### src/ntfs_rld_pkg.sv
package ntfs_rld_pkg;

	// Field and register widths.
	localparam int unsigned BYTE_W   = 8;
	localparam int unsigned NIB_W    = 4;
	localparam int unsigned WORD_W   = 64;
	localparam int unsigned HALF_W   = 32;
	localparam int unsigned SECT_W   = 13;
	localparam int unsigned CLUS_W   = 8;
	localparam int unsigned SCALE_W  = SECT_W + CLUS_W;
	localparam int unsigned PROD_W   = HALF_W + SCALE_W;
	localparam int unsigned CFG_W    = SECT_W;
	localparam int unsigned CFG_IDX_W = 1;

	// Header nibble that, like zero, marks the end of the list.
	localparam logic [NIB_W-1:0] NIB_MASK = 4'hF;
	// Number of bytes kept from a field.
	localparam logic [NIB_W-1:0] MAX_FIELD_BYTES = 4'd8;

	// Reset values of the configuration registers.
	localparam logic [SECT_W-1:0] SECT_RESET = 13'd512;
	localparam logic [CLUS_W-1:0] CLUS_RESET = 8'd8;

	// Configuration register indexes.
	localparam logic [CFG_IDX_W-1:0] REG_SECTOR_BYTES    = 1'b0;
	localparam logic [CFG_IDX_W-1:0] REG_CLUSTER_SECTORS = 1'b1;

	// Parse phase of the run list.
	typedef enum logic [1:0] {
		PH_HEADER = 2'd0,
		PH_LENGTH = 2'd1,
		PH_OFFSET = 2'd2,
		PH_ENDED  = 2'd3
	} phase_t;

	// Operand chosen for the shared multiplier.
	typedef enum logic [1:0] {
		MUL_OFF_LO = 2'd0,
		MUL_OFF_HI = 2'd1,
		MUL_LEN_LO = 2'd2,
		MUL_LEN_HI = 2'd3
	} mul_sel_t;

	// Controller states.
	typedef enum logic [6:0] {
		S_IDLE   = 7'b0000001,
		S_SCALE  = 7'b0000010,
		S_OFF_LO = 7'b0000100,
		S_OFF_HI = 7'b0001000,
		S_LEN_LO = 7'b0010000,
		S_LEN_HI = 7'b0100000,
		S_LOAD   = 7'b1000000
	} state_t;

	// Commands from the controller to the datapath.
	typedef struct packed {
		logic     take;
		logic     scale_en;
		logic     mul_en;
		mul_sel_t mul_sel;
		logic     load_out;
	} cmd_t;

	// Status from the datapath to the controller.
	typedef struct packed {
		logic run_done;
		logic term;
	} status_t;

endpackage

### src/ntfs_rld_ifs.sv
// Input channel: one byte of the run list per transfer.
interface ntfs_rld_in_if;
	logic                                  valid;
	logic                                  ready;
	logic [ntfs_rld_pkg::BYTE_W-1:0]       run_byte;
	logic                                  list_start;

	modport source (output valid, output run_byte, output list_start, input ready);
	modport sink (input valid, input run_byte, input list_start, output ready);
endinterface

// Output channel: one decoded run or end marker per transfer.
interface ntfs_rld_out_if;
	logic                                  valid;
	logic                                  ready;
	logic [ntfs_rld_pkg::WORD_W-1:0]       byte_offset;
	logic [ntfs_rld_pkg::WORD_W-1:0]       byte_size;
	logic                                  list_end;

	modport source (output valid, output byte_offset, output byte_size, output list_end,
		input ready);
	modport sink (input valid, input byte_offset, input byte_size, input list_end,
		output ready);
endinterface

### src/ntfs_rld_ctrl.sv
module ntfs_rld_ctrl (
	input  logic                   clk,
	input  logic                   arst_n,
	input  logic                   in_valid,
	output logic                   in_ready,
	output logic                   out_valid,
	input  logic                   out_ready,
	output ntfs_rld_pkg::cmd_t     cmd,
	input  ntfs_rld_pkg::status_t  status
);

	ntfs_rld_pkg::state_t state_q, state_d;
	logic                 out_valid_q;
	logic                 take;
	logic                 load_ok;

	assign in_ready  = (state_q == ntfs_rld_pkg::S_IDLE);
	assign take      = in_valid && in_ready;
	assign out_valid = out_valid_q;
	// The output register may be reloaded once it is empty or being drained.
	assign load_ok   = !out_valid_q || out_ready;

	// Next state: bytes are taken in idle; a finished run walks the scale and multiplier steps, then the output load.
	always_comb begin
		state_d = state_q;
		unique case (state_q)
			ntfs_rld_pkg::S_IDLE: begin
				if (take && status.term) begin
					state_d = ntfs_rld_pkg::S_LOAD;
				end else if (take && status.run_done) begin
					state_d = ntfs_rld_pkg::S_SCALE;
				end
			end
			ntfs_rld_pkg::S_SCALE:  state_d = ntfs_rld_pkg::S_OFF_LO;
			ntfs_rld_pkg::S_OFF_LO: state_d = ntfs_rld_pkg::S_OFF_HI;
			ntfs_rld_pkg::S_OFF_HI: state_d = ntfs_rld_pkg::S_LEN_LO;
			ntfs_rld_pkg::S_LEN_LO: state_d = ntfs_rld_pkg::S_LEN_HI;
			ntfs_rld_pkg::S_LEN_HI: state_d = ntfs_rld_pkg::S_LOAD;
			ntfs_rld_pkg::S_LOAD: begin
				if (load_ok) begin
					state_d = ntfs_rld_pkg::S_IDLE;
				end
			end
			default: state_d = ntfs_rld_pkg::S_IDLE;
		endcase
	end

	// Commands to the datapath.
	always_comb begin
		cmd          = '0;
		cmd.take     = take;
		cmd.scale_en = (state_q == ntfs_rld_pkg::S_SCALE);
		cmd.load_out = (state_q == ntfs_rld_pkg::S_LOAD) && load_ok;
		cmd.mul_sel  = ntfs_rld_pkg::MUL_OFF_LO;
		unique case (state_q)
			ntfs_rld_pkg::S_OFF_LO: begin
				cmd.mul_en  = 1'b1;
				cmd.mul_sel = ntfs_rld_pkg::MUL_OFF_LO;
			end
			ntfs_rld_pkg::S_OFF_HI: begin
				cmd.mul_en  = 1'b1;
				cmd.mul_sel = ntfs_rld_pkg::MUL_OFF_HI;
			end
			ntfs_rld_pkg::S_LEN_LO: begin
				cmd.mul_en  = 1'b1;
				cmd.mul_sel = ntfs_rld_pkg::MUL_LEN_LO;
			end
			ntfs_rld_pkg::S_LEN_HI: begin
				cmd.mul_en  = 1'b1;
				cmd.mul_sel = ntfs_rld_pkg::MUL_LEN_HI;
			end
			default: cmd.mul_en = 1'b0;
		endcase
	end

	// State and output valid registers.
	always_ff @(posedge clk or negedge arst_n) begin
		if (!arst_n) begin
			state_q     <= ntfs_rld_pkg::S_IDLE;
			out_valid_q <= 1'b0;
		end else begin
			state_q <= state_d;
			if (cmd.load_out) begin
				out_valid_q <= 1'b1;
			end else if (out_ready) begin
				out_valid_q <= 1'b0;
			end
		end
	end

endmodule

### src/ntfs_rld_dp.sv
module ntfs_rld_dp (
	input  logic                                      clk,
	input  logic                                      arst_n,
	input  logic                                      cfg_we,
	input  logic [ntfs_rld_pkg::CFG_IDX_W-1:0]        cfg_index,
	input  logic [ntfs_rld_pkg::CFG_W-1:0]            cfg_data,
	input  logic [ntfs_rld_pkg::BYTE_W-1:0]           run_byte,
	input  logic                                      list_start,
	input  ntfs_rld_pkg::cmd_t                        cmd,
	output ntfs_rld_pkg::status_t                     status,
	output logic [ntfs_rld_pkg::WORD_W-1:0]           byte_offset,
	output logic [ntfs_rld_pkg::WORD_W-1:0]           byte_size,
	output logic                                      list_end
);

	localparam int unsigned WW = ntfs_rld_pkg::WORD_W;
	localparam int unsigned HW = ntfs_rld_pkg::HALF_W;
	localparam int unsigned NW = ntfs_rld_pkg::NIB_W;

	// Sign-extends a short offset field of the given byte count.
	function automatic logic [WW-1:0] sext_delta(input logic [WW-1:0] d,
			input logic [NW-1:0] nbytes);
		logic [WW-1:0] r;
		r = d;
		for (int i = 1; i < 8; i++) begin
			if (nbytes == NW'(i) && d[8*i-1]) begin
				r = d | ({WW{1'b1}} << (8 * i));
			end
		end
		return r;
	endfunction

	// Configuration and parse state.
	logic [ntfs_rld_pkg::SECT_W-1:0]  sect_q;
	logic [ntfs_rld_pkg::CLUS_W-1:0]  clus_q;
	ntfs_rld_pkg::phase_t             phase_q;
	logic [NW-1:0]                    len_left_q, off_left_q, off_total_q, pos_q;
	logic [WW-1:0]                    len_acc_q, delta_q, run_clu_q;
	logic [ntfs_rld_pkg::SCALE_W-1:0] scale_q;
	logic [WW-1:0]                    off_res_q, len_res_q;
	logic                             end_res_q;
	logic [WW-1:0]                    offset_q, size_q;
	logic                             end_q;

	ntfs_rld_pkg::phase_t             phase_eff;
	logic [NW-1:0]                    lo_nib, hi_nib, len_left_nx, off_left_nx;
	logic                             term_hdr;
	logic [WW-1:0]                    placed, delta_new, delta_ext;
	logic [HW-1:0]                    mul_a;
	logic [ntfs_rld_pkg::PROD_W-1:0]  prod;

	// Byte decode: a list start forces the header phase.
	assign phase_eff   = list_start ? ntfs_rld_pkg::PH_HEADER : phase_q;
	assign lo_nib      = run_byte[NW-1:0];
	assign hi_nib      = run_byte[2*NW-1:NW];
	assign term_hdr    = (lo_nib == '0) || (lo_nib == ntfs_rld_pkg::NIB_MASK) ||
		(hi_nib == '0) || (hi_nib == ntfs_rld_pkg::NIB_MASK);
	assign len_left_nx = len_left_q - NW'(1);
	assign off_left_nx = off_left_q - NW'(1);

	// Bytes past the eighth of a field are dropped.
	assign placed    = (pos_q < ntfs_rld_pkg::MAX_FIELD_BYTES) ?
		(WW'(run_byte) << {pos_q[2:0], 3'b000}) : '0;
	assign delta_new = delta_q | placed;
	assign delta_ext = sext_delta(delta_new, off_total_q);

	assign status.term     = (phase_eff == ntfs_rld_pkg::PH_HEADER) && term_hdr;
	assign status.run_done = (phase_eff == ntfs_rld_pkg::PH_OFFSET) && (off_left_nx == '0);

	// Shared 32 by 21 bit multiplier over the halves of the cluster values.
	always_comb begin
		unique case (cmd.mul_sel)
			ntfs_rld_pkg::MUL_OFF_LO: mul_a = run_clu_q[HW-1:0];
			ntfs_rld_pkg::MUL_OFF_HI: mul_a = run_clu_q[WW-1:HW];
			ntfs_rld_pkg::MUL_LEN_LO: mul_a = len_acc_q[HW-1:0];
			ntfs_rld_pkg::MUL_LEN_HI: mul_a = len_acc_q[WW-1:HW];
			default:                  mul_a = '0;
		endcase
	end
	assign prod = ntfs_rld_pkg::PROD_W'(mul_a) * ntfs_rld_pkg::PROD_W'(scale_q);

	// Control state: configuration, parse phase and running cluster.
	always_ff @(posedge clk or negedge arst_n) begin
		if (!arst_n) begin
			sect_q    <= ntfs_rld_pkg::SECT_RESET;
			clus_q    <= ntfs_rld_pkg::CLUS_RESET;
			phase_q   <= ntfs_rld_pkg::PH_HEADER;
			run_clu_q <= '0;
		end else begin
			if (cfg_we && cfg_index == ntfs_rld_pkg::REG_SECTOR_BYTES) begin
				sect_q <= cfg_data[ntfs_rld_pkg::SECT_W-1:0];
			end
			if (cfg_we && cfg_index == ntfs_rld_pkg::REG_CLUSTER_SECTORS) begin
				clus_q <= cfg_data[ntfs_rld_pkg::CLUS_W-1:0];
			end
			if (cmd.take) begin
				if (list_start) begin
					run_clu_q <= '0;
				end
				unique case (phase_eff)
					ntfs_rld_pkg::PH_HEADER: begin
						phase_q <= term_hdr ? ntfs_rld_pkg::PH_ENDED : ntfs_rld_pkg::PH_LENGTH;
					end
					ntfs_rld_pkg::PH_LENGTH: begin
						if (len_left_nx == '0) begin
							phase_q <= ntfs_rld_pkg::PH_OFFSET;
						end
					end
					ntfs_rld_pkg::PH_OFFSET: begin
						if (status.run_done) begin
							phase_q   <= ntfs_rld_pkg::PH_HEADER;
							run_clu_q <= run_clu_q + delta_ext;
						end
					end
					default: phase_q <= ntfs_rld_pkg::PH_ENDED;
				endcase
			end
		end
	end

	// Field counters and accumulators.
	always_ff @(posedge clk) begin
		if (cmd.take) begin
			unique case (phase_eff)
				ntfs_rld_pkg::PH_HEADER: begin
					len_left_q  <= lo_nib;
					off_left_q  <= hi_nib;
					off_total_q <= hi_nib;
					pos_q       <= '0;
					len_acc_q   <= '0;
					delta_q     <= '0;
				end
				ntfs_rld_pkg::PH_LENGTH: begin
					len_acc_q  <= len_acc_q | placed;
					len_left_q <= len_left_nx;
					pos_q      <= (len_left_nx == '0) ? '0 : pos_q + NW'(1);
				end
				ntfs_rld_pkg::PH_OFFSET: begin
					delta_q    <= delta_new;
					off_left_q <= off_left_nx;
					pos_q      <= status.run_done ? '0 : pos_q + NW'(1);
				end
				default: pos_q <= pos_q;
			endcase
		end
	end

	// Result registers: end marker, scale and the four partial products.
	always_ff @(posedge clk) begin
		if (cmd.take && status.term) begin
			off_res_q <= '0;
			len_res_q <= '0;
			end_res_q <= 1'b1;
		end
		if (cmd.scale_en) begin
			scale_q   <= ntfs_rld_pkg::SCALE_W'(sect_q) * ntfs_rld_pkg::SCALE_W'(clus_q);
			end_res_q <= 1'b0;
		end
		if (cmd.mul_en) begin
			unique case (cmd.mul_sel)
				ntfs_rld_pkg::MUL_OFF_LO: off_res_q <= WW'(prod);
				ntfs_rld_pkg::MUL_OFF_HI: off_res_q[WW-1:HW] <= off_res_q[WW-1:HW] + prod[HW-1:0];
				ntfs_rld_pkg::MUL_LEN_LO: len_res_q <= WW'(prod);
				ntfs_rld_pkg::MUL_LEN_HI: len_res_q[WW-1:HW] <= len_res_q[WW-1:HW] + prod[HW-1:0];
				default: off_res_q <= off_res_q;
			endcase
		end
	end

	// Output register, loaded when the previous result has gone.
	always_ff @(posedge clk) begin
		if (cmd.load_out) begin
			offset_q <= off_res_q;
			size_q   <= len_res_q;
			end_q    <= end_res_q;
		end
	end

	assign byte_offset = offset_q;
	assign byte_size   = size_q;
	assign list_end    = end_q;

endmodule

### src/ntfs_run_list_decoder_core.sv
// Decodes a data run list one byte per transfer into runs given in bytes. Header,
// length and offset bytes are taken at one per clock while the block is idle. On
// the last offset byte of a run the block stops taking bytes while it forms the
// cluster size in bytes, multiplies the low and high halves of the start and then
// the size on a single shared 32 by 21 bit multiplier for the low 64 bits of both
// products, and loads the output register; a terminating header only loads it.
// The output register holds a result while bytes continue to be taken, so the sink
// only stalls the block when a second result is ready before the first has been
// transferred. Configuration writes are meant for idle periods only.
module ntfs_run_list_decoder_core (
	input  logic                                 clk,
	input  logic                                 arst_n,
	input  logic                                 cfg_we,
	input  logic [ntfs_rld_pkg::CFG_IDX_W-1:0]   cfg_index,
	input  logic [ntfs_rld_pkg::CFG_W-1:0]       cfg_data,
	ntfs_rld_in_if.sink                          byte_in,
	ntfs_rld_out_if.source                       run_out
);

	ntfs_rld_pkg::cmd_t    cmd;
	ntfs_rld_pkg::status_t status;

	// Sequencing of byte transfers, multiplier steps and output loads.
	ntfs_rld_ctrl u_ctrl (
		.clk       (clk),
		.arst_n    (arst_n),
		.in_valid  (byte_in.valid),
		.in_ready  (byte_in.ready),
		.out_valid (run_out.valid),
		.out_ready (run_out.ready),
		.cmd       (cmd),
		.status    (status)
	);

	// Parsing, cluster arithmetic and the output register.
	ntfs_rld_dp u_dp (
		.clk         (clk),
		.arst_n      (arst_n),
		.cfg_we      (cfg_we),
		.cfg_index   (cfg_index),
		.cfg_data    (cfg_data),
		.run_byte    (byte_in.run_byte),
		.list_start  (byte_in.list_start),
		.cmd         (cmd),
		.status      (status),
		.byte_offset (run_out.byte_offset),
		.byte_size   (run_out.byte_size),
		.list_end    (run_out.list_end)
	);

	// An end marker carries zero offset and size.
	a_end_zero: assert property (@(posedge clk) disable iff (!arst_n)
		run_out.valid && run_out.list_end |-> run_out.byte_offset == '0 &&
		run_out.byte_size == '0)
		else $error("end marker with non-zero payload");

	// After the last byte of a run the block is busy multiplying.
	a_busy_after_run: assert property (@(posedge clk) disable iff (!arst_n)
		byte_in.valid && byte_in.ready && status.run_done |=> !byte_in.ready)
		else $error("byte taken during run arithmetic");

	// Only one source of result at a time: a finished run is never also a terminator.
	a_status_excl: assert property (@(posedge clk) disable iff (!arst_n)
		!(status.run_done && status.term))
		else $error("run end and list end decoded together");

endmodule
### src/flat_wrapper.sv
// flat-port wrapper written by rule: the top's interface ports become plain ports
module ntfs_run_list_decoder_core_flat 
  (clk, arst_n, cfg_we, cfg_index, cfg_data, byte_in_valid, byte_in_run_byte, byte_in_list_start, byte_in_ready, run_out_valid, run_out_byte_offset, run_out_byte_size, run_out_list_end, run_out_ready);
  ntfs_rld_in_if byte_in_i ();
  ntfs_rld_out_if run_out_i ();
  input  logic clk;
  input  logic arst_n;
  input  logic cfg_we;
  input  logic [ntfs_rld_pkg::CFG_IDX_W-1:0] cfg_index;
  input  logic [ntfs_rld_pkg::CFG_W-1:0] cfg_data;
  input wire logic [$bits(byte_in_i.valid)-1:0] byte_in_valid;
  input wire logic [$bits(byte_in_i.run_byte)-1:0] byte_in_run_byte;
  input wire logic [$bits(byte_in_i.list_start)-1:0] byte_in_list_start;
  output wire logic [$bits(byte_in_i.ready)-1:0] byte_in_ready;
  output wire logic [$bits(run_out_i.valid)-1:0] run_out_valid;
  output wire logic [$bits(run_out_i.byte_offset)-1:0] run_out_byte_offset;
  output wire logic [$bits(run_out_i.byte_size)-1:0] run_out_byte_size;
  output wire logic [$bits(run_out_i.list_end)-1:0] run_out_list_end;
  input wire logic [$bits(run_out_i.ready)-1:0] run_out_ready;
  assign byte_in_i.valid = byte_in_valid;
  assign byte_in_i.run_byte = byte_in_run_byte;
  assign byte_in_i.list_start = byte_in_list_start;
  assign byte_in_ready = byte_in_i.ready;
  assign run_out_valid = run_out_i.valid;
  assign run_out_byte_offset = run_out_i.byte_offset;
  assign run_out_byte_size = run_out_i.byte_size;
  assign run_out_list_end = run_out_i.list_end;
  assign run_out_i.ready = run_out_ready;
  ntfs_run_list_decoder_core u_core (.clk(clk), .arst_n(arst_n), .cfg_we(cfg_we), .cfg_index(cfg_index), .cfg_data(cfg_data), .byte_in(byte_in_i), .run_out(run_out_i));
endmodule
### config.mk
export PLATFORM = sky130hd
export DESIGN_NAME = ntfs_run_list_decoder_core_flat
export DESIGN_NICKNAME = d
export VERILOG_FILES = /design/src/ntfs_rld_pkg.sv /design/src/ntfs_rld_ifs.sv /design/src/ntfs_rld_ctrl.sv /design/src/ntfs_rld_dp.sv /design/src/ntfs_run_list_decoder_core.sv /design/src/flat_wrapper.sv
export SDC_FILE = /design/constraint.sdc
export NUM_CORES = 2
export LEC_CHECK = 0
export ABC_AREA = 1
export ABC_CLOCK_PERIOD_IN_PS = 8940
export BUFFER_PORTS_ARGS = -buffer_cell sky130_fd_sc_hd__buf_2
export CAP_MARGIN = 20
export CORE_UTILIZATION = 30
export DETAILED_ROUTE_END_ITERATION = 8
export PLACE_DENSITY = 0.43
export SETUP_SLACK_MARGIN = 0.2
export SYNTH_ARGS = -nofsm -noshare
export SYNTH_HDL_FRONTEND = slang
export SYNTH_SLANG_ARGS = --single-unit
### constraint.sdc
create_clock -name clk -period 8.94 [get_ports clk]
set_clock_uncertainty 0.15 [all_clocks]
set_input_delay 2.682 -clock clk [delete_from_list [all_inputs] [get_ports clk]]
set_output_delay 2.682 -clock clk [all_outputs]
set_load 0.01 [all_outputs]
# Word level (Yosys, flattened, before mapping)
# Cells that the tools add are included.
# op_classes
n_addsub	6
mul	2
n_lt_le_gt_ge	1
eq_ne	25
shifts	1
muxes	40
bitwise_logic	3
reduce_logical	37
# op_table
op	n
$mux 64	15
$pmux 64 s2	2
$or 64x64->64	2
$pmux 32 s2	2
$pmux 32 s4	1
$add 32x32->32	2
$add 64x64->64	1
$mux 32	2
$shl 8x6->64	1
$mul 32x21->53	1
$pmux 7 s7	1
$mul 13x8->21	1
$mux 7	3
$eq 4x3->1 const B	4
$logic_not 4->1	4
$pmux 4 s2	2
$logic_and 1x1->1	15
$pmux 2 s3	2
$pmux 4 s3	1
$reduce_and 2->1	5
$eq 4x2->1 const B	2
$eq 4x4->1 const B	2
$mux 2	4
$mux 4	2
other kinds (25)	38
# word_totals
register_bits	518
inputBits	28
output_inout_bits	131
word_cells	134

# Longest topological paths before layout
# logic_depth
depth_word	14
mapped_depth	49
depth_no_buf	47

# Hierarchy
# A second synthesis with hierarchy kept.
# hier_totals
hier_cells	7162
area_unflattened_um2	55036.5
# modules_own_cells
mod	instances	cells_per_inst	area_each_um2	seq_area_each_um2
ntfs_rld_dp	1	7095	54538.6	13590.5
ntfs_rld_ctrl	1	67	498.0	201.4

# Worst setup path before layout
# OpenSTA, ideal clock, no wires.
# synth_path
path_kind	input to register
start	input run_out_ready
end	register u_core.u_dp.offset_q[0] (netlist: u_core.u_dp.byte_offset[0]) (enable)
setup_ns	0.618
t_arrival_ns	8.065
required_ns	8.172
path_slack_ns	0.107
cell_stages	2
path_buffers	0
cell_sequence	nor2_1 > nor2_1
# synth_rtl
element	line_no	source
start: declaration	flat_wrapper.sv:19	input wire logic [$bits(run_out_i.ready)-1:0] run_out_ready;
end signal: assignment	ntfs_rld_dp.sv:173	offset_q <= off_res_q;
end: declaration	ntfs_rld_dp.sv:42	logic [WW-1:0] offset_q, size_q;

# Final worst setup path
# layout_path
start	register u_core.u_ctrl.state_q[3]
end	register u_core.u_dp.len_res_q[35]
# layout_via
elab_chain_cells	8
elab_cells_between_ends	20
cone_classes	add/sub (1); mul (1); eq/ne (8); mux (6); reduce/logical (4)
# layout_rtl
element	line_no	source
start: declaration	ntfs_rld_ctrl.sv:12	ntfs_rld_pkg::state_t state_q, state_d;
start signal: assignment	ntfs_rld_ctrl.sv:79	state_q <= ntfs_rld_pkg::S_IDLE;
start signal: assignment	ntfs_rld_ctrl.sv:82	state_q <= state_d;
$eq 7x6->1 (tied with other cells)	ntfs_rld_ctrl.sv:55	unique case (state_q)
$pmux 2 s3	ntfs_rld_ctrl.sv:55	
$eq 2x2->1 (tied with other cells)	ntfs_rld_dp.sv:72, ntfs_rld_dp.sv:160	
$pmux 32 s4	ntfs_rld_dp.sv:72	unique case (cmd.mul_sel)
$mul 32x21->53	ntfs_rld_dp.sv:80	assign prod = ntfs_rld_pkg::PROD_W'(mul_a) * ntfs_rld_pkg::PROD_W'(scale_q);
$add 32x32->32	ntfs_rld_dp.sv:164	ntfs_rld_pkg::MUL_LEN_HI: len_res_q[WW-1:HW] <= len_res_q[WW-1:HW] + prod[HW-1:0];
$pmux 32 s2	ntfs_rld_dp.sv:160	unique case (cmd.mul_sel)
$mux 64 (*)	ntfs_rld_dp.sv:159	if (cmd.mul_en) begin
end signal: assignment	ntfs_rld_dp.sv:163	ntfs_rld_pkg::MUL_LEN_LO: len_res_q <= WW'(prod);
end signal: indexed assignment	ntfs_rld_dp.sv:164	
end: declaration	ntfs_rld_dp.sv:40	logic [WW-1:0] off_res_q, len_res_q;
# Mark *: on every way between the ends. The rest lies on a longest branch, timed or not.
# A chain may end at the register's enable or synchronous reset.

==> summary.txt <==
Synth
  – Post-synth top flop: edfxtp_1
  – Share of flip-flops with an asynchronous set or reset: between 10% and 20%
  – Syn Nets: approximately 8100
  – Distinct cell type count after synthesis: 49
  – Sequential share of the synthesized area: between 20 and 30%
  – Mean Syn Cell Area: roughly 7.7 um2
  – Synthesis-stage register bit count: between 500 and 600
  – Synth warn: 0
  – Post-synthesis cell count: about 7000
  – Post-Syn Area: 54480 um2
  – EDFF count, synth: 294

Power
  – Leak Pwr: around 34 nW
  – VDD IR max: around 0.13 mV
  – P per Cell Area: ~180 nW/um2

Setup path
  – Reg-to-Reg Start: u_core.u_ctrl.state_q[3]
  – Reg2Reg Depth: 43
  – Largest stage delay, worst path: roughly 0.6 ns
  – CP max FO: 7
  – R2R Path End: u_core.u_dp.len_res_q[35]
  – Worst Path Required: 9.40 ns
  – CP dominant cell by count: buf_4
  – CP max-delay cell: fa_2
  – Crit Path Class: reg2reg
  – R2r setup slk: between 0.2 and 0.3 ns
  – Crit path launch type: flop
  – Critical path endpoint category: flop
  – Crit path DAT: 9.14 ns

Final layout
  – Layout cells sized above 1: 21.33%
  – Fin util: about two fifths
  – Area Overhead vs Synth: 27.72%
  – Most frequent cells in the layout: nand2_1, inv_1, nor2_1, buf_4, fa_1
  – Most common cell after layout, fill and taps aside: nand2_1
  – Layout Nets: approximately 9000

Timing
  – Pins Over Slew Limit: 0
  – Worst-Margin Slew: between 0.9 and 1 ns
  – Final Hold Fails: 0
  – Period utilization: between 90% and 100%
  – Worst rel slew slack: between 30% and 40%
  – Setup Total Neg Slack: 0 ns
  – Fmax: roughly 120 MHz
  – Final hold slack: around 0.28 ns
  – Final worst slack: 0.2590 ns
  – Min Clock Period, post-route: approximately 8.7 ns
  – Setup Viol. Count Final: 0
  – RSZ-0062 raised after global routing: yes

Floorplan
  – Core Area: around 180000 um2
  – IO Count: 159
  – Die H: 428.1 um
  – Die width: approximately 430 um
  – Initial Util: between 30 and 40%
  – Die ar.: between 150000 and 200000 um2
  – Std cell rows: approximately 160

Clock tree
  – Root Buffer: clkbuf_16
  – CTS tree: built
  – H-tree level count: 3
  – Clk_lat worst skew: approximately 0.68 ns
  – Clock slew at reported path FFs: roughly 0.060 ns
  – Inserted Clock Buffers: 67
  – Clk buf depth: 3
  – CTS sink cnt: between 500 and 600

Hold path
  – Worst hold path type: reg2reg
  – Hold Startpoint: u_core.u_dp.len_res_q[1]
  – Worst Hold End: u_core.u_dp.byte_size[1]
  – Hold depth: 0

Status
  – Status: finished clean

Route
  – 1st-pass router iterations: 6
  – Drt drc: 0
  – Via count: between 50000 and 60000
  – Total wire length: about 230000 um
  – Post-route ant nets: 0
  – Vias per cell: approximately 4.9
  – Starting DRT DRC Count: 4253
  – Wire per inst: around 23 um

Global routing
  – Initial antenna violation count: 14
  – Congestion Overflow GR: 0
  – Largest net degree at the start of global routing: roughly 120
  – GRT Total Usage: about 25%
  – First-pass GRT wire length: 339900 um
  – Vias in the first global route: between 50000 and 60000

Run
  – Max-cap violations: 0

Place
  – DP Wirelength: approximately 190000 um
  – I/O Buffers: approximately 160
  – Routability-driven placement congestion ratio: 0.9742
  – Pre-CTS WS: -0.5585 ns
-- Yosys cell counts, types with 5 or more instances --
| cell | count | area share, % |
|---|---|---|
| a21boi_0 | 7 | 0.096 |
| a21o_1 | 18 | 0.25 |
| a21oi_1 | 359 | 3.3 |
| a31oi_1 | 6 | 0.069 |
| and2_1 | 6 | 0.069 |
| buf_1 | 14 | 0.096 |
| buf_2 | 62 | 0.57 |
| clkbuf_1 | 144 | 0.99 |
| clkinv_1 | 6 | 0.041 |
| dfrtp_1 | 92 | 4.2 |
| dfxtp_1 | 129 | 4.7 |
| edfxtp_1 | 294 | 16 |
| fa_1 | 636 | 23 |
| ha_1 | 340 | 7.8 |
| inv_1 | 1300 | 9.0 |
| inv_2 | 19 | 0.13 |
| mux2_2 | 5 | 0.10 |
| nand2_1 | 1705 | 12 |
| nand3_1 | 393 | 3.6 |
| nand3b_1 | 22 | 0.30 |
| nand4_1 | 51 | 0.59 |
| nor2_1 | 869 | 6.0 |
| nor3_1 | 67 | 0.62 |
| nor4_1 | 13 | 0.15 |
| o211ai_1 | 10 | 0.14 |
| o21a_1 | 6 | 0.083 |
| o21ai_0 | 311 | 2.9 |
| o21ai_1 | 5 | 0.046 |
| o21ai_2 | 25 | 0.40 |
| o21bai_1 | 20 | 0.28 |
| o221ai_1 | 14 | 0.23 |
| o31ai_1 | 6 | 0.083 |
| or2_2 | 26 | 0.30 |
| xnor2_1 | 30 | 0.48 |
| xor2_1 | 36 | 0.58 |
-- metrics by stage --
| stage | instance area [um2] | std cells | total power, mW |
|---|---|---|---|
| after global routing | 69570 | 10250 | 13.24 |
| final | 69580 | 10252 | 12.45 |
| after floorplan | 54480 | 7069 | 6.483 |
| after global placement | 62050 | 9952 | 8.757 |
| after CTS | 66890 | 10174 | 12.02 |
| after detailed placement | 62090 | 9954 | 8.777 |
-- cells by family (layout without fill, tap and decap cells) --
family | Yosys count | in the layout | synth area share [%]
AOI/OAI and AO/OA | 795 | 795 | 7.972
xor gates and xnor gates | 66 | 66 | 1.061
adders and majority gates | 976 | 976 | 31.18
buffers and inverters | 1547 | 2358 | 10.82
DFF | 518 | 518 | 25.32
muxes | 5 | 5 | 0.1033
other | 0 | 2 | 0
and+or+nand+nor | 3162 | 3162 | 23.54
-- report_power, final --
group | internal, mW | switching [mW]
sequential | 3.15 | 0.377
combinational | 2.52 | 3.70
clock | 1.53 | 1.17
-- area by class of cell --
cell class / count / area, um2
sequential: 518 / 13790
tap: 2370 / 2965
inverter: 1325 / 5016
fill: 18740 / 111000
clock inverter: 35 / 271.5
timing repair buffer: 909 / 7415
clock buffer: 89 / 1862
antenna: 2 / 5.005
multi-input combinational: 5004 / 38250
-- repair_timing --
item                       CTS  global route
cloned                       1             3
pin swaps                  136           201
setup endpoints to repair   38            62
hold buffers                 0             0
resized for setup          453           509
buffers inserted            95            72
-- registers in the layout (all words and copies together) (netlist names) --
name and flops:
u_core.u_dp.end_res_q 1, u_core.u_dp.off_total_q 4, u_core.u_dp.len_left_q 4, u_core.u_dp.phase_q 2, u_core.u_ctrl.out_valid 1, u_core.u_dp.sect_q 13, u_core.u_dp.run_clu_q 64, u_core.u_dp.clus_q 8
u_core.u_dp.off_res_q 64, u_core.u_dp.delta_q 64, u_core.u_dp.len_res_q 64, u_core.u_dp.list_end 1, u_core.u_dp.byte_size 64, u_core.u_ctrl.state_q 7, u_core.u_dp.byte_offset 64, u_core.u_dp.off_left_q 4
u_core.u_dp.len_acc_q 64, u_core.u_dp.scale_q 21, u_core.u_dp.pos_q 4
-- metal layers --
| metal | wire length (um) | track usage (%) | vias up |
|---|---|---|---|
| met5 | 23 | 0 | - |
| met4 | 4237 | 4.806 | 4 |
| met3 | 16490 | 3.925 | 205 |
| met2 | 98290 | 37.42 | 1484 |
| met1 | 112600 | 37.96 | 25223 |
| li1 | - | - | 23553 |
-- worst max-delay path by stage --
stage / startpoint / end / slack (ns)
after floorplan: u_core.u_ctrl.state_q[3] / u_core.u_dp.off_res_q[58] / 0.56
after global placement: u_core.u_ctrl.state_q[6] / u_core.u_dp.off_res_q[51] / -0.60
after detailed placement: u_core.u_ctrl.state_q[6] / u_core.u_dp.off_res_q[51] / -0.56
after CTS: u_core.u_ctrl.state_q[1] / u_core.u_dp.len_res_q[54] / 0.09
after global routing: u_core.u_ctrl.state_q[3] / u_core.u_dp.len_res_q[63] / -0.12
final: u_core.u_ctrl.state_q[3] / u_core.u_dp.len_res_q[35] / 0.26
-- critical path: cells and delay by family, from the launching register on --
family	cells	cell delay (ns)
AO/OA/AOI/OAI	5	0.59
XOR/XNOR	1	0.22
adder cells (fa/ha/maj)	8	3.95
buffers and inverters	19	2.29
flip-flops	1	0.41
AND/OR/NAND/NOR	10	0.96
Note: power is estimated with default switching activity, not from simulation.
